$ cat src/rtl/pulse_energy_meter_macros.svh
// ----------------------------------------------------------------------------
// pulse energy meter assertion macros
// shared property forms, clocked on clk and disabled in reset
// ----------------------------------------------------------------------------
`ifndef PULSE_ENERGY_METER_MACROS_SVH
`define PULSE_ENERGY_METER_MACROS_SVH

// same-cycle implication
`define PEM_ASSERT_IMP(name, ante, cons, msg) \
  name: assert property (@(posedge clk) disable iff (rst) (ante) |-> (cons)) else $error(msg);

// next-cycle implication
`define PEM_ASSERT_NXT(name, ante, cons, msg) \
  name: assert property (@(posedge clk) disable iff (rst) (ante) |=> (cons)) else $error(msg);

`endif

$ cat src/rtl/pem_pkg.sv
`timescale 1ns / 1ps
`default_nettype none
// ----------------------------------------------------------------------------
// pem_pkg
// shared constants, register codes and types of the pulse energy meter
// ----------------------------------------------------------------------------
package pem_pkg;

  localparam int ENERGY_WIDTH_DEF = 48;
  localparam int WINDOW_WIDTH_DEF = 32;
  localparam int CFG_W            = 48;
  localparam int IDX_W            = 3;
  localparam int CNT_W            = 7;

  typedef enum logic [IDX_W-1:0] {
    REG_INTEG       = 3'd0,
    REG_POWER_GAIN  = 3'd1,
    REG_VOLT_GAIN   = 3'd2,
    REG_CURR_GAIN   = 3'd3,
    REG_SAVE_DELTA  = 3'd4,
    REG_SAVE_TICKS  = 3'd5,
    REG_RESTORE     = 3'd6
  } cfg_reg_t;

  localparam logic [7:0]  INTEG_RST      = 8'd20;
  localparam logic [19:0] POWER_GAIN_RST = 20'd45004;
  localparam logic [19:0] VOLT_GAIN_RST  = 20'd34176;
  localparam logic [19:0] CURR_GAIN_RST  = 20'd75357;
  localparam logic [31:0] SAVE_DELTA_RST = 32'd80000;
  localparam logic [16:0] SAVE_TICKS_RST = 17'd86400;

  localparam logic [16:0] TSS_MAX   = 17'h1FFFF;
  localparam logic [17:0] K_SCALE10 = 18'd156250;  // 15625 * 10
  localparam logic [17:0] K_SCALE1  = 18'd15625;
  localparam logic [17:0] DEN_K     = 18'd160000;  // 16 * 10000
  localparam logic [19:0] GAIN_FREQ = 20'd10000;
  localparam logic [25:0] WH_DIV    = 26'd36000000;
  localparam logic [41:0] WH_MAX    = {42{1'b1}};

  typedef enum logic {OP_MUL, OP_DIV} eng_op_t;

  typedef struct packed {
    logic             start;
    eng_op_t          op;
    logic [CNT_W-1:0] cnt;
  } eng_ctl_t;

  typedef struct packed {
    logic [14:0] power_dw;
    logic [15:0] voltage_dv;
    logic [15:0] current_ma;
    logic [15:0] power_freq_dhz;
    logic [41:0] energy_wh;
  } conv_res_t;

endpackage
`default_nettype wire

$ cat src/rtl/pem_accum.sv
`timescale 1ns / 1ps
`default_nettype none
// ----------------------------------------------------------------------------
// pem_accum
// configuration registers, tick deltas, windows, energy total and save logic
// ----------------------------------------------------------------------------
module pem_accum
  import pem_pkg::*;
#(
  parameter int ENERGY_WIDTH = ENERGY_WIDTH_DEF,
  parameter int WINDOW_WIDTH = WINDOW_WIDTH_DEF
) (
  input  logic                        clk,
  input  logic                        rst,
  input  logic                        cfg_write,
  input  logic [IDX_W-1:0]            cfg_index,
  input  logic [CFG_W-1:0]            cfg_data,
  input  logic                        accept,
  input  logic [15:0]                 power_pulse_count,
  input  logic [15:0]                 mode_pulse_count,
  input  logic [15:0]                 timebase_count,
  output logic [2:0][WINDOW_WIDTH-1:0] pub_pulses,
  output logic [2:0][WINDOW_WIDTH-1:0] pub_ticks,
  output logic [ENERGY_WIDTH-1:0]     energy,
  output logic [19:0]                 power_gain,
  output logic [19:0]                 voltage_gain,
  output logic [19:0]                 current_gain,
  output logic                        save_now,
  output logic [47:0]                 save_value,
  output logic                        mode
);

  localparam int WW = WINDOW_WIDTH;
  localparam int EW = ENERGY_WIDTH;

  logic [7:0]    integ;
  logic [31:0]   save_delta;
  logic [16:0]   save_ticks;
  logic          baseline;
  logic [15:0]   last_power, last_mode, last_tb;
  logic [WW-1:0] pw_p, pw_t, mw_p, mw_t;
  logic [7:0]    wtc;
  logic [EW-1:0] last_saved;
  logic [16:0]   tss;
  logic          settle;

  logic [15:0]   pd, md, td;
  logic [EW-1:0] energy_sum, unsaved;
  logic [16:0]   tss_inc;
  logic          save_hit;
  logic [7:0]    wtc_inc;
  logic          publish;
  logic [WW-1:0] pw_p_sum, pw_t_sum, mw_p_new, mw_t_new;
  logic [63:0]   energy64, restore64;

  always_comb begin
    pd         = power_pulse_count - last_power;
    md         = mode_pulse_count - last_mode;
    td         = timebase_count - last_tb;
    energy_sum = energy + EW'(pd);
    tss_inc    = (tss != TSS_MAX) ? tss + 17'd1 : tss;
    unsaved    = energy_sum - last_saved;
    save_hit   = (unsaved >= EW'(save_delta)) ||
                 ((energy_sum != last_saved) && (tss_inc >= save_ticks));
    wtc_inc    = wtc + 8'd1;
    publish    = wtc_inc >= integ;
    pw_p_sum   = pw_p + WW'(pd);
    pw_t_sum   = pw_t + WW'(td);
    mw_p_new   = settle ? mw_p : mw_p + WW'(md);
    mw_t_new   = settle ? mw_t : mw_t + WW'(td);
    energy64   = 64'(energy_sum);
    restore64  = 64'(cfg_data);
  end

  always_ff @(posedge clk) begin
    if (rst) begin
      integ        <= INTEG_RST;
      power_gain   <= POWER_GAIN_RST;
      voltage_gain <= VOLT_GAIN_RST;
      current_gain <= CURR_GAIN_RST;
      save_delta   <= SAVE_DELTA_RST;
      save_ticks   <= SAVE_TICKS_RST;
      baseline     <= 1'b0;
      last_power   <= '0;
      last_mode    <= '0;
      last_tb      <= '0;
      pw_p         <= '0;
      pw_t         <= '0;
      mw_p         <= '0;
      mw_t         <= '0;
      wtc          <= '0;
      pub_pulses   <= '0;
      pub_ticks    <= '0;
      energy       <= '0;
      last_saved   <= '0;
      tss          <= '0;
      mode         <= 1'b0;
      settle       <= 1'b0;
      save_now     <= 1'b0;
      save_value   <= '0;
    end else begin
      if (cfg_write) begin
        case (cfg_reg_t'(cfg_index))
          REG_INTEG:      integ        <= cfg_data[7:0];
          REG_POWER_GAIN: power_gain   <= cfg_data[19:0];
          REG_VOLT_GAIN:  voltage_gain <= cfg_data[19:0];
          REG_CURR_GAIN:  current_gain <= cfg_data[19:0];
          REG_SAVE_DELTA: save_delta   <= cfg_data[31:0];
          REG_SAVE_TICKS: save_ticks   <= cfg_data[16:0];
          REG_RESTORE: begin
            energy     <= restore64[EW-1:0];
            last_saved <= restore64[EW-1:0];
          end
          default: ;
        endcase
      end
      if (accept) begin
        save_now   <= 1'b0;
        save_value <= '0;
        if (!baseline) begin
          baseline <= 1'b1;
        end else begin
          energy <= energy_sum;
          pw_p   <= pw_p_sum;
          pw_t   <= pw_t_sum;
          mw_p   <= mw_p_new;
          mw_t   <= mw_t_new;
          settle <= 1'b0;
          wtc    <= wtc_inc;
          if (save_hit) begin
            save_now   <= 1'b1;
            save_value <= energy64[47:0];
            last_saved <= energy_sum;
            tss        <= '0;
          end else begin
            tss <= tss_inc;
          end
          if (publish) begin
            pub_pulses[0] <= pw_p_sum;
            pub_ticks[0]  <= pw_t_sum;
            if (mode) begin
              pub_pulses[2] <= mw_p_new;
              pub_ticks[2]  <= mw_t_new;
            end else begin
              pub_pulses[1] <= mw_p_new;
              pub_ticks[1]  <= mw_t_new;
            end
            pw_p   <= '0;
            pw_t   <= '0;
            mw_p   <= '0;
            mw_t   <= '0;
            wtc    <= '0;
            mode   <= ~mode;
            settle <= 1'b1;
          end
        end
        last_power <= power_pulse_count;
        last_mode  <= mode_pulse_count;
        last_tb    <= timebase_count;
      end
    end
  end

endmodule
`default_nettype wire

$ cat config.mk
export PLATFORM = sky130hd
export DESIGN_NAME = pem_accum
export DESIGN_NICKNAME = d
export VERILOG_FILES = /design/src/rtl/pulse_energy_meter_macros.svh /design/src/rtl/pem_pkg.sv /design/src/rtl/pem_accum.sv
export SDC_FILE = /design/constraint.sdc
export NUM_CORES = 2
export LEC_CHECK = 0
export BUFFER_PORTS_ARGS = -buffer_cell sky130_fd_sc_hd__buf_2
export CAP_MARGIN = 20
export CORE_MARGIN = 2
export CORE_UTILIZATION = 34
export DETAILED_ROUTE_END_ITERATION = 8
export PLACE_DENSITY_LB_ADDON = 0.05
export SYNTH_ARGS = -nofsm -noshare
export SYNTH_HDL_FRONTEND = slang
export SYNTH_SLANG_ARGS = --single-unit
$ cat constraint.sdc
create_clock -name clk -period 30.7 [get_ports clk]
set_input_delay 4.605 -clock clk [delete_from_list [all_inputs] [get_ports clk]]
set_output_delay 4.605 -clock clk [all_outputs]
set_load 0.01 [all_outputs]
==> results_dict.tcl <==
set metrics [dict create \
    fmaxAchievable_mhz 63.88 \
    yosys_warnings 0 \
    dieArea_sq_um 108500 \
    relSlewSlack_pct 20.06 \
    crit_path_max_fanout 39 \
    p_leak_uw 0.01792 \
    yosys-top-cells-count "nand2_1 (685), dfxtp_1 (658), a21oi_1 (414), nor2_1 (370), inv_1 (259)" \
    max_stage_delay_ps 890 \
    vias 33220 \
    synth_edf_count 0 \
    ir_worst_vdd_v 0.00004331 \
    cts_tree "built" \
    powerDensity_nw_per_um2 63.07 \
    setup_tns_ps 0 \
    final_net_count 5212 \
    holdPathStages 2 \
    grt_pass1_vias 31350 \
    worst_pin_slew_ps 1180 \
    cp.arrival_ps 16180 \
    cts_root_buf "clkbuf_16" \
    worst_hold_path.endpoint "save_value[43]$_SDFFE_PP0P_" \
    reg2regPathDepth 37 \
    clk_pin_slew_ps 60 \
    avgSynthCellArea_sq_um 7.895 \
    drv_cap 0 \
    required_ps 31220 \
    die_w_um 329.4 \
    synth_seq_cells 658 \
    final_max_slew_viol_count 0 \
    wl_per_cell_um 21.42 \
    antenna_found_initial 4 \
    synthTopCellsByArea "dfxtp_1 (37%), ha_1 (8.1%), nand2_1 (7.1%)" \
    min-delay-start "save_value[43]$_SDFFE_PP0P_" \
    grt_pass1_wl_um 201400 \
    yosysSeqAreaShare_pct 36.58 \
    fin_crit_sh_pct 50.99 \
    final_hold_viol_count 0 \
    placementRows 119 \
    synth_area_sq_um 36010 \
    initial_core_util_pct 34.26 \
    status "finished clean" \
    holdWs_ps 444.2 \
    finClkSkew_ps 40.25 \
    die_h_um 329.4 \
    postCtsHoldBufs 0 \
    clk_latency_ps 680 \
    totalWireLength_um 135500 \
    cp-start-kind "input port" \
    async_flop_share_pct 0 \
    power_uw 2659 \
    cts-htree-levels 3 \
    first_iter_violations 2185 \
    synth_most_common_cell "nand2_1" \
    ff2ff_setup_slack_ps 18800 \
    syn_inst 4561 \
    grt_start_max_net_pins 176 \
    fill_cells 11070 \
    critical_path_class "in -> reg" \
    gp_congestion 0.8907 \
    r2r_start "last_power[0]$_SDFFE_PP0P_" \
    syn_nets 4905 \
    post-dp-hpwl_um 97910 \
    dr.pass1.iters 6 \
    yosys_most_used_dff "dfxtp_1" \
    setup_viol 0 \
    slowest_stage "o41ai_1" \
    final_layout_size_suffix_gt1_share_pct 13.88 \
    synth_top_area_share_pct 36.58 \
    place_ws_ps 14540 \
    regToRegEndpoint "last_saved[28]$_SDFF_PP0_" \
    area_growth_pct 17.10 \
    synth.distinct_cells 86 \
    num_io_pins 453 \
    setup.worst_path.end_class "flip-flop" \
    dp.cells 6176 \
    cts_buffers 80 \
    finalCriticalPeriod_ps 15650 \
    cpMostUsedCell "o21ai_0" \
    setup_slack_ps 15050 \
    core_sq_um 105100 \
    clk_path_buf_depth 3 \
    grt.overflow.total 0 \
    rsz0062_at_grt "false" \
    cts_resized 0 \
    grt_use_total_pct 24.25 \
    hp-class "reg -> reg" \
    cts_setup_buffers 0 \
    yosys.area.top_type "dfxtp_1" \
    fin_cells 6326 \
    numPortBuffers 452 \
    remaining_drc_errors 0 \
    cts_sinks 658 \
    drt.antenna.violating_nets 0 \
    vias_per_cell 5.251 \
]
[critical path, delay by kind of cell]
family / cells / cell delay, ps
compound gates: 16 / 4610
xor+xnor: 2 / 490
fa+ha+maj: 5 / 1720
buf+inv: 4 / 750
mux: 2 / 300
simple gates: 10 / 3640
[per-layer routing]
metal	vias up	global-route usage, %	part of all wire [%]
met5	-	0	0.0096
met4	2	5.148	1.9
met3	139	5.606	6.4
met2	838	35.88	42
met1	15710	35.58	50
li1	16530	-	-
[final cells by class]
| cell class | instances | area (sq um) | area share (%) |
|---|---|---|---|
| inverter | 260 | 978.4 | 2.321 |
| clock inverter | 36 | 459.2 | 1.089 |
| multi-input combinational | 3375 | 20890 | 49.54 |
| clock buffer | 112 | 2315 | 5.490 |
| antenna | 1 | 2.502 | 0.005935 |
| tap | 1391 | 1740 | 4.128 |
| timing repair buffer | 493 | 2608 | 6.184 |
| sequential | 658 | 13170 | 31.24 |
[worst max-delay path by stage]
stage	from	end	slack, ps	depth (start not counted)
detailed placement	power_pulse_count[0]	last_saved[41]$_SDFF_PP0_	14540	39
finish	power_pulse_count[0]	last_saved[34]$_SDFF_PP0_	15050	39
CTS	power_pulse_count[0]	last_saved[42]$_SDFF_PP0_	15200	39
floorplan	power_pulse_count[0]	last_saved[25]$_SDFF_PP0_	17090	44
global route	power_pulse_count[0]	last_saved[36]$_SDFF_PP0_	14150	39
global placement	power_pulse_count[0]	last_saved[28]$_SDFF_PP0_	14660	39
[per-stage QoR]
step / instance area, sq um / util (%)
final: 42160 / 40.11
after global routing: 42160 / 40.11
after global placement: 39380 / 37.46
after detailed placement: 39380 / 37.46
after CTS: 42150 / 40.10
after floorplan: 36010 / -
[registers in the layout, indices dropped and copies added, names as in the netlist, 17 cells and up]
signal and flops:
pw_p 32, mw_t 32, last_saved 48, save_value 48
power_gain 20, pub_ticks 96, mw_p 32, save_ticks 17
tss 17, save_delta 32, pw_t 32, voltage_gain 20
energy 48, current_gain 20, pub_pulses 96
[cell families after synthesis]
family	Yosys count	synth area share [%]
XOR/XNOR	246	5.984
adder cells (fa/ha/maj)	241	8.562
AND/OR/NAND/NOR	1558	19.34
flip-flops	658	36.58
multiplexers	74	2.067
AO/OA/AOI/OAI	1256	21.76
buffers and inverters	528	5.706
[where the power goes]
part | leakage, uW | switching, uW | internal, uW | total (uW)
registers | 0.00533 | 20.1 | 879 | 899
clock network | 0.00138 | 411 | 605 | 1020
logic | 0.0112 | 478 | 266 | 744
total | 0.0179 | 910 | 1750 | 2660
[cells in the final DEF (no fill, tap or decap), drive strengths merged, types with 15 or more instances in the layout]
cell type,instances
xor2,90
nand4,44
o21ai,275
nor4,16
nor3,81
buf,493
nor2,370
a21boi,52
o211ai,35
mux2i,71
a21o,76
inv,263
a22o,46
nand2,685
clkbuf,112
nor2b,28
nand2b,18
or3,26
xnor2,156
a311oi,15
clkinv,22
o22ai,36
ha,232
a211oi,76
a31oi,48
a21oi,418
o21a,30
and3,52
and2,16
dfxtp,658
o21bai,33
nand3,155
or2,16
a22oi,31
No activity file was read; power rests on OpenSTA's default activity.
