===== config.mk =====
export PLATFORM = sky130hd
export DESIGN_NAME = pem_calc
export DESIGN_NICKNAME = d
export VERILOG_FILES = /design/src/rtl/pulse_energy_meter_macros.svh /design/src/rtl/pem_pkg.sv /design/src/rtl/pem_serial.sv /design/src/rtl/pem_calc.sv
export SDC_FILE = /design/constraint.sdc
export NUM_CORES = 2
export LEC_CHECK = 0
export ABC_AREA = 1
export BUFFER_PORTS_ARGS = -buffer_cell sky130_fd_sc_hd__buf_2
export CAP_MARGIN = 20
export CELL_PAD_IN_SITES_DETAIL_PLACEMENT = 0
export CELL_PAD_IN_SITES_GLOBAL_PLACEMENT = 1
export CORE_MARGIN = 4
export CORE_UTILIZATION = 43
export DETAILED_ROUTE_END_ITERATION = 7
export HOLD_SLACK_MARGIN = 0.06
export PLACE_DENSITY_LB_ADDON = 0.3
export SETUP_SLACK_MARGIN = 0.15
export SLEW_MARGIN = 20
export SYNTH_ARGS = -nofsm -noshare
export SYNTH_HDL_FRONTEND = slang
export SYNTH_SLANG_ARGS = --single-unit

===== constraint.sdc =====
create_clock -name clk -period 9.1 [get_ports clk]
set_clock_uncertainty 0.05 [all_clocks]
set_input_delay 2.73 -clock clk [delete_from_list [all_inputs] [get_ports clk]]
set_output_delay 2.73 -clock clk [all_outputs]
set_load 0.005 [all_outputs]

===== src/rtl/pulse_energy_meter_macros.svh =====
// ----------------------------------------------------------------------------
// pulse energy meter assertion macros
// shared property forms, clocked on clk and disabled in reset
// ----------------------------------------------------------------------------
`ifndef PULSE_ENERGY_METER_MACROS_SVH
`define PULSE_ENERGY_METER_MACROS_SVH

// same-cycle implication
`define PEM_ASSERT_IMP(name, ante, cons, msg) \
  name: assert property (@(posedge clk) disable iff (rst) (ante) |-> (cons)) else $error(msg);

// next-cycle implication
`define PEM_ASSERT_NXT(name, ante, cons, msg) \
  name: assert property (@(posedge clk) disable iff (rst) (ante) |=> (cons)) else $error(msg);

`endif


===== src/rtl/pem_pkg.sv =====
`timescale 1ns / 1ps
`default_nettype none
// ----------------------------------------------------------------------------
// pem_pkg
// shared constants, register codes and types of the pulse energy meter
// ----------------------------------------------------------------------------
package pem_pkg;

  localparam int ENERGY_WIDTH_DEF = 48;
  localparam int WINDOW_WIDTH_DEF = 32;
  localparam int CFG_W            = 48;
  localparam int IDX_W            = 3;
  localparam int CNT_W            = 7;

  typedef enum logic [IDX_W-1:0] {
    REG_INTEG       = 3'd0,
    REG_POWER_GAIN  = 3'd1,
    REG_VOLT_GAIN   = 3'd2,
    REG_CURR_GAIN   = 3'd3,
    REG_SAVE_DELTA  = 3'd4,
    REG_SAVE_TICKS  = 3'd5,
    REG_RESTORE     = 3'd6
  } cfg_reg_t;

  localparam logic [7:0]  INTEG_RST      = 8'd20;
  localparam logic [19:0] POWER_GAIN_RST = 20'd45004;
  localparam logic [19:0] VOLT_GAIN_RST  = 20'd34176;
  localparam logic [19:0] CURR_GAIN_RST  = 20'd75357;
  localparam logic [31:0] SAVE_DELTA_RST = 32'd80000;
  localparam logic [16:0] SAVE_TICKS_RST = 17'd86400;

  localparam logic [16:0] TSS_MAX   = 17'h1FFFF;
  localparam logic [17:0] K_SCALE10 = 18'd156250;  // 15625 * 10
  localparam logic [17:0] K_SCALE1  = 18'd15625;
  localparam logic [17:0] DEN_K     = 18'd160000;  // 16 * 10000
  localparam logic [19:0] GAIN_FREQ = 20'd10000;
  localparam logic [25:0] WH_DIV    = 26'd36000000;
  localparam logic [41:0] WH_MAX    = {42{1'b1}};

  typedef enum logic {OP_MUL, OP_DIV} eng_op_t;

  typedef struct packed {
    logic             start;
    eng_op_t          op;
    logic [CNT_W-1:0] cnt;
  } eng_ctl_t;

  typedef struct packed {
    logic [14:0] power_dw;
    logic [15:0] voltage_dv;
    logic [15:0] current_ma;
    logic [15:0] power_freq_dhz;
    logic [41:0] energy_wh;
  } conv_res_t;

endpackage
`default_nettype wire


===== src/rtl/pem_serial.sv =====
`timescale 1ns / 1ps
`default_nettype none
// ----------------------------------------------------------------------------
// pem_serial
// bit-serial shift-add multiplier and shift-subtract divider
// ----------------------------------------------------------------------------
module pem_serial
  import pem_pkg::*;
#(
  parameter int DSH_W = 66
) (
  input  logic             clk,
  input  logic             rst,
  input  eng_ctl_t         ctl,
  input  logic [63:0]      opa,
  input  logic [DSH_W-1:0] opb,
  output logic [63:0]      res,
  output logic [63:0]      rem,
  output logic             done
);

  logic             busy;
  eng_op_t          op;
  logic [CNT_W-1:0] cnt;
  logic [63:0]      wrk;
  logic [DSH_W-1:0] sh;
  logic             ge;

  // div: aligned divisor fits under the remainder
  assign ge  = DSH_W'(wrk) >= sh;
  assign rem = wrk;

  always_ff @(posedge clk) begin
    if (rst) begin
      busy <= 1'b0;
      done <= 1'b0;
    end else begin
      done <= 1'b0;
      if (ctl.start) begin
        busy <= 1'b1;
        op   <= ctl.op;
        cnt  <= ctl.cnt;
        res  <= '0;
        wrk  <= opa;
        sh   <= opb;
      end else if (busy) begin
        unique case (op)
          OP_MUL: begin
            if (sh[0]) res <= res + wrk;
            wrk <= wrk << 1;
          end
          OP_DIV: begin
            if (ge) wrk <= wrk - sh[63:0];
            res <= {res[62:0], ge};
          end
          default: ;
        endcase
        sh  <= sh >> 1;
        cnt <= cnt - CNT_W'(1);
        if (cnt == CNT_W'(1)) begin
          busy <= 1'b0;
          done <= 1'b1;
        end
      end
    end
  end

endmodule
`default_nettype wire


===== src/rtl/pem_calc.sv =====
`timescale 1ns / 1ps
`default_nettype none
// ----------------------------------------------------------------------------
// pem_calc
// conversion sequencer: scaled window values and watt-hours on the serial unit
// ----------------------------------------------------------------------------
module pem_calc
  import pem_pkg::*;
#(
  parameter int ENERGY_WIDTH = ENERGY_WIDTH_DEF,
  parameter int WINDOW_WIDTH = WINDOW_WIDTH_DEF,
  parameter int DSH_W        = 66
) (
  input  logic                         clk,
  input  logic                         rst,
  input  logic                         start,
  input  logic                         take,
  input  logic [2:0][WINDOW_WIDTH-1:0] pub_pulses,
  input  logic [2:0][WINDOW_WIDTH-1:0] pub_ticks,
  input  logic [ENERGY_WIDTH-1:0]      energy,
  input  logic [19:0]                  power_gain,
  input  logic [19:0]                  voltage_gain,
  input  logic [19:0]                  current_gain,
  output logic                         busy,
  output logic                         res_valid,
  output conv_res_t                    results
);

  localparam int WW      = WINDOW_WIDTH;
  localparam int Q_W     = ENERGY_WIDTH - 25;
  localparam int E_SHIFT = ENERGY_WIDTH - 26;
  localparam logic [CNT_W-1:0] E_CNT   = CNT_W'(ENERGY_WIDTH - 25);
  localparam logic [CNT_W-1:0] W_CNT   = CNT_W'(WINDOW_WIDTH);
  localparam logic [CNT_W-1:0] G_CNT   = CNT_W'(20);
  localparam logic [CNT_W-1:0] CNT_16  = CNT_W'(16);
  localparam logic [CNT_W-1:0] CNT_17  = CNT_W'(17);

  typedef enum logic [2:0] {
    S_IDLE, S_PREP, S_SMUL, S_SDIV, S_EDIV, S_EMUL, S_EDIV2, S_DONE
  } state_t;

  typedef enum logic [1:0] {CV_POWER, CV_VOLT, CV_CURR, CV_FREQ} conv_t;

  state_t         state;
  conv_t          sel;
  logic           go;
  logic [37:0]    kreg;
  logic [WW+17:0] den;
  logic [Q_W-1:0] eq;
  logic [25:0]    er;
  logic [45:0]    rprod;
  logic [63:0]    ewh;

  logic [1:0]       slot;
  logic [19:0]      gain_sel;
  logic [17:0]      kconst;
  logic             sat15;
  logic [WW-1:0]    pulses_sel, ticks_sel;
  eng_ctl_t         ctl;
  logic [63:0]      opa;
  logic [DSH_W-1:0] opb;
  logic [63:0]      eng_res, eng_rem;
  logic             eng_done;
  logic             qsat;
  logic [15:0]      qval;
  logic [63:0]      wh_sum;

  always_comb begin
    unique case (sel)
      CV_POWER: begin slot = 2'd0; gain_sel = power_gain;   kconst = K_SCALE10; end
      CV_VOLT:  begin slot = 2'd1; gain_sel = voltage_gain; kconst = K_SCALE1;  end
      CV_CURR:  begin slot = 2'd2; gain_sel = current_gain; kconst = K_SCALE1;  end
      CV_FREQ:  begin slot = 2'd0; gain_sel = GAIN_FREQ;    kconst = K_SCALE10; end
      default:  begin slot = 2'd0; gain_sel = GAIN_FREQ;    kconst = K_SCALE10; end
    endcase
    sat15      = (sel == CV_POWER);
    pulses_sel = pub_pulses[slot];
    ticks_sel  = pub_ticks[slot];

    // quotient top bit flags a value past the cap
    qsat = sat15 ? eng_res[15] : eng_res[16];
    if (sat15) qval = qsat ? 16'h7FFF : {1'b0, eng_res[14:0]};
    else       qval = qsat ? 16'hFFFF : eng_res[15:0];

    wh_sum = ewh + eng_res;

    ctl.start = go;
    unique case (state)
      S_SMUL: begin
        ctl.op = OP_MUL; ctl.cnt = W_CNT;
        opa = 64'(kreg); opb = DSH_W'(pulses_sel);
      end
      S_SDIV: begin
        ctl.op  = OP_DIV;
        ctl.cnt = sat15 ? CNT_16 : CNT_17;
        opa     = eng_res;
        opb     = sat15 ? (DSH_W'(den) << 15) : (DSH_W'(den) << 16);
      end
      S_EDIV: begin
        ctl.op = OP_DIV; ctl.cnt = E_CNT;
        opa = 64'(energy); opb = DSH_W'(WH_DIV) << E_SHIFT;
      end
      S_EMUL: begin
        ctl.op = OP_MUL; ctl.cnt = G_CNT;
        opa = 64'(eq); opb = DSH_W'(power_gain);
      end
      S_EDIV2: begin
        ctl.op = OP_DIV; ctl.cnt = G_CNT;
        opa = 64'(rprod); opb = DSH_W'(WH_DIV) << 19;
      end
      default: begin
        ctl.op = OP_MUL; ctl.cnt = G_CNT;
        opa = '0; opb = '0;
      end
    endcase
  end

  pem_serial #(.DSH_W(DSH_W)) u_serial (
    .clk  (clk),
    .rst  (rst),
    .ctl  (ctl),
    .opa  (opa),
    .opb  (opb),
    .res  (eng_res),
    .rem  (eng_rem),
    .done (eng_done)
  );

  assign busy      = (state != S_IDLE);
  assign res_valid = (state == S_DONE);

  always_ff @(posedge clk) begin
    if (rst) begin
      state <= S_IDLE;
      sel   <= CV_POWER;
      go    <= 1'b0;
    end else begin
      go <= 1'b0;
      unique case (state)
        S_IDLE: begin
          if (start) begin
            state <= S_PREP;
            sel   <= CV_POWER;
          end
        end
        S_PREP: begin
          kreg <= 38'(gain_sel) * 38'(kconst);
          den  <= (WW+18)'(ticks_sel) * (WW+18)'(DEN_K);
          if (ticks_sel == '0) begin
            // empty window reads zero
            unique case (sel)
              CV_POWER: results.power_dw       <= '0;
              CV_VOLT:  results.voltage_dv     <= '0;
              CV_CURR:  results.current_ma     <= '0;
              CV_FREQ:  results.power_freq_dhz <= '0;
              default: ;
            endcase
            if (sel == CV_FREQ) begin
              state <= S_EDIV;
              go    <= 1'b1;
            end else begin
              sel <= conv_t'(sel + 2'd1);
            end
          end else begin
            state <= S_SMUL;
            go    <= 1'b1;
          end
        end
        S_SMUL: begin
          if (eng_done) begin
            state <= S_SDIV;
            go    <= 1'b1;
          end
        end
        S_SDIV: begin
          if (eng_done) begin
            unique case (sel)
              CV_POWER: results.power_dw       <= qval[14:0];
              CV_VOLT:  results.voltage_dv     <= qval;
              CV_CURR:  results.current_ma     <= qval;
              CV_FREQ:  results.power_freq_dhz <= qval;
              default: ;
            endcase
            if (sel == CV_FREQ) begin
              state <= S_EDIV;
              go    <= 1'b1;
            end else begin
              sel   <= conv_t'(sel + 2'd1);
              state <= S_PREP;
            end
          end
        end
        S_EDIV: begin
          if (eng_done) begin
            eq    <= eng_res[Q_W-1:0];
            er    <= eng_rem[25:0];
            state <= S_EMUL;
            go    <= 1'b1;
          end
        end
        S_EMUL: begin
          if (eng_done) begin
            ewh   <= eng_res;
            rprod <= 46'(er) * 46'(power_gain);
            state <= S_EDIV2;
            go    <= 1'b1;
          end
        end
        S_EDIV2: begin
          if (eng_done) begin
            results.energy_wh <= (wh_sum > 64'(WH_MAX)) ? WH_MAX : wh_sum[41:0];
            state <= S_DONE;
          end
        end
        S_DONE: begin
          if (take) state <= S_IDLE;
        end
        default: state <= S_IDLE;
      endcase
    end
  end

endmodule
`default_nettype wire


==> impl_metrics.prom <==
# TYPE chip_impl_metric gauge
chip_impl_metric{name="portBuffers",unit=""} 410
chip_impl_metric{name="row_cnt",unit=""} 148
chip_impl_metric{name="dp.cells",unit=""} 11700
chip_impl_metric{name="postSynthCellCount",unit=""} 9018
chip_impl_metric{name="finalCriticalPeriod",unit="ps"} 8580
chip_impl_metric{name="insertion_delay",unit="ps"} 650
chip_impl_metric{name="postRouteAntennaNets",unit=""} 0
chip_impl_metric{name="critPathBufInv",unit=""} 10
chip_impl_metric{name="detailedPlacementHpwl",unit="mm"} 215
chip_impl_info{name="outcome",value="completed"} 1
chip_impl_metric{name="grt_usage",unit="%"} 29.7
chip_impl_metric{name="synth_top_cell_area_share",unit="%"} 23.3
chip_impl_metric{name="clk_path_buf_depth",unit=""} 3
chip_impl_metric{name="gp_congestion",unit=""} 0.994
chip_impl_metric{name="multiInputGateArea",unit="sq mm"} 0.0452
chip_impl_metric{name="crit_path_max_incr_delay",unit="ps"} 530
chip_impl_metric{name="total_routed_wirelength",unit="mm"} 253
chip_impl_metric{name="cp_max_fo",unit=""} 17
chip_impl_metric{name="synth.lib_cells_used.distinct",unit=""} 60
chip_impl_info{name="ys_top_cells_by_area",value="sky130_fd_sc_hd__edfxtp_1 23%, sky130_fd_sc_hd__fa_1 20%, sky130_fd_sc_hd__inv_1 11%, sky130_fd_sc_hd__ha_1 11%, sky130_fd_sc_hd__nand2_1 11%"} 1
chip_impl_metric{name="maxCapViolations",unit=""} 0
chip_impl_metric{name="worstMarginPinSlew",unit="ps"} 1170
chip_impl_metric{name="post_cts_hold_buffer_count",unit=""} 0
chip_impl_info{name="synth.most_common_cell",value="sky130_fd_sc_hd__inv_1"} 1
chip_impl_metric{name="yosysWarningCount",unit=""} 0
chip_impl_metric{name="fin_nets",unit=""} 11200
chip_impl_info{name="critPathSlowestCell",value="sky130_fd_sc_hd__fa_1"} 1
chip_impl_metric{name="fill_cells",unit=""} 16300
chip_impl_metric{name="synth_seq_cells",unit=""} 554
chip_impl_metric{name="post_layout_nonfiller_instances",unit=""} 11800
chip_impl_metric{name="cts_setup_buffers",unit=""} 0
chip_impl_metric{name="floorplan.io_pins",unit=""} 411
chip_impl_metric{name="cts_num_sinks",unit=""} 554
chip_impl_metric{name="cts-buffers-inserted",unit=""} 66
chip_impl_metric{name="maximum_number_of_pins_on_one_net_before_global_route_repair",unit=""} 73
chip_impl_info{name="critical_path.top_delay_family",value="adder cells"} 1
chip_impl_info{name="rsz0062_at_grt",value="false"} 1
chip_impl_info{name="cts_root_buffer",value="sky130_fd_sc_hd__clkbuf_16"} 1
chip_impl_info{name="synth_top_flop_cell",value="sky130_fd_sc_hd__edfxtp_1"} 1
chip_impl_metric{name="sequential_cell_area",unit="sq mm"} 0.0166
chip_impl_metric{name="initial_utilization",unit="%"} 43.3
chip_impl_metric{name="final_setup_violating_endpoints",unit=""} 0
chip_impl_metric{name="dieArea",unit="sq mm"} 0.170
chip_impl_metric{name="worst_ep_arrival_time",unit="ps"} 8920
chip_impl_info{name="worstHoldPathType",value="reg -> reg"} 1
chip_impl_info{name="worstSetupStartpointType",value="input pin"} 1
chip_impl_metric{name="final_util",unit="%"} 48.5
chip_impl_metric{name="die_width",unit="um"} 413
chip_impl_metric{name="avgViaCountPerCell",unit=""} 5.26
chip_impl_metric{name="final_layout_size_suffix_gt1_share",unit="%"} 10.1
chip_impl_metric{name="netlist_area",unit="sq mm"} 0.0704
chip_impl_metric{name="vias",unit=""} 62100
chip_impl_metric{name="highest_clock_rate",unit="GHz"} 0.117
chip_impl_metric{name="synth-async-reset-ratio",unit="%"} 0
chip_impl_info{name="critPathKind",value="in -> reg"} 1
chip_impl_metric{name="required_time_at_the_worst_slack_endpoint",unit="ps"} 9440
chip_impl_info{name="synth.top_cells.by_count",value="2116 x sky130_fd_sc_hd__inv_1, 2024 x sky130_fd_sc_hd__nand2_1, 716 x sky130_fd_sc_hd__nor2_1"} 1
chip_impl_metric{name="final_slew_viol_count",unit=""} 0
chip_impl_metric{name="synthesis.area_per_instance",unit="sq um"} 7.81
chip_impl_metric{name="drc",unit=""} 0
chip_impl_metric{name="yosysSeqAreaShare",unit="%"} 23.5
chip_impl_metric{name="syn_to_final_growth",unit="%"} 12.2
chip_impl_metric{name="grt_antenna_before_repair",unit=""} 7
chip_impl_metric{name="cts.htree.levels",unit=""} 3
chip_impl_info{name="synth_top_area_cell",value="sky130_fd_sc_hd__edfxtp_1"} 1
chip_impl_metric{name="drtIter0Drc",unit=""} 5180
chip_impl_info{name="tritoncts_clock_tree",value="done"} 1
chip_impl_metric{name="grt-ovfl-total",unit=""} 0
chip_impl_metric{name="final_worst_path_cycle_share",unit="%"} 94.2
chip_impl_metric{name="worst_slew_margin_rel",unit="%"} 21.8
chip_impl_metric{name="ctsResizeCount",unit=""} 0
chip_impl_metric{name="core_region_area",unit="sq mm"} 0.163
chip_impl_metric{name="totalNegativeSetupSlack",unit="ps"} 0
chip_impl_info{name="critical_path.endpoint_type",value="register"} 1
chip_impl_metric{name="hold_viol_final",unit=""} 0
chip_impl_metric{name="clk_pin_slew_worst_paths",unit="ps"} 60
chip_impl_metric{name="first_pass_iters",unit=""} 6
chip_impl_metric{name="via_count_of_the_first_global_routing_pass",unit=""} 62800
chip_impl_metric{name="number_of_flops_mapped_to_enable_cells_by_yosys",unit=""} 546
chip_impl_metric{name="die_height",unit="um"} 413
chip_impl_metric{name="global_route_wire_length_before_repair",unit="mm"} 382
chip_impl_metric{name="routed_wire_length_per_instance",unit="um"} 21.4
## per-stage QoR
stage	hold WS (ps)	setup WS [ps]	instance area, sq um
floorplan	391	252	70500
global placement	403	-131	76800
detailed placement	404	-131	76800
CTS	408	536	78900
global route	450	187	79000
finish	412	524	79000
## metal layers
metal | global-route usage, % | vias up | part of all wire (%) | wire length [um]
met2 | 48.8 | 2159 | 46 | 115000
met1 | 40.9 | 30100 | 44 | 111000
met4 | 9.40 | 2 | 3.7 | 9360
met5 | 0 | - | 0.0071 | 18
li1 | - | 29500 | - | -
met3 | 3.63 | 397 | 6.6 | 16800
## path summary, 6_finish.rpt
check	startpoint	to	slack (ps)	cells after the start
worst min register to register	u_serial.busy	u_serial.done	410	2
worst max-delay path	power_gain[7]	rprod[43]	520	29
worst max register to register	sel[0]	den[45]	1290	27
worst min-delay path	u_serial.busy	u_serial.done	410	2
## flip-flops by register name, indices dropped and copies added, names as in the netlist
register and cells:
results 105, u_serial.sh 66, ewh 64, u_serial.rem 64
u_serial.res 64, rprod 46, den 42, kreg 38
er 26, eq 23, u_serial.cnt 7, state 3
sel 2, go 1, u_serial.busy 1, u_serial.done 1
u_serial.op 1
## worst register-to-register path, delay by kind of cell (launching register included)
kind | cells | cell delay [ps]
AOI/OAI and AO/OA | 6 | 1400
xor gates and xnor gates | 1 | 180
and+or+nand+nor | 4 | 990
DFF | 1 | 360
adders and majority gates | 7 | 3120
buffers and inverters | 9 | 1420
## cell usage in the layout, fill, tap and decap left out, drive strengths merged, types with 70 or more instances in the layout
master,instances
nor2,731
a21oi,396
buf,713
o21ai,416
clkbuf,76
nand3,243
ha,622
xor2,111
xnor2,103
nand2,2030
edfxtp,546
a31oi,71
fa,705
inv,2133
or2,70
## kinds of logic (layout without fill, tap and decap cells)
group                      after synthesis  in the layout  share of synthesized area, %
muxes                                    2              2                        0.0284
other                                    2             39                        0.0107
DFF                                    554            554                          23.5
xor gates and xnor gates               214            214                          2.66
adders and majority gates             1327           1327                          31.1
buffers and inverters                 2379           2961                          12.7
and+or+nand+nor                       3248           3248                          18.9
AOI/OAI and AO/OA                     1292           1292                          11.1
## layout make-up
type	instances	area share [%]
multi-input combinational	6120	57.2
tap	2175	3.45
sequential	554	21.0
timing repair buffer	713	5.57
clock buffer	76	2.14
clock inverter	43	0.577
antenna	2	0.00634
inverter	2129	10.1
Power is not shown: default switching activity piles up to over one toggle a cycle in this logic, so the estimate is an artifact.
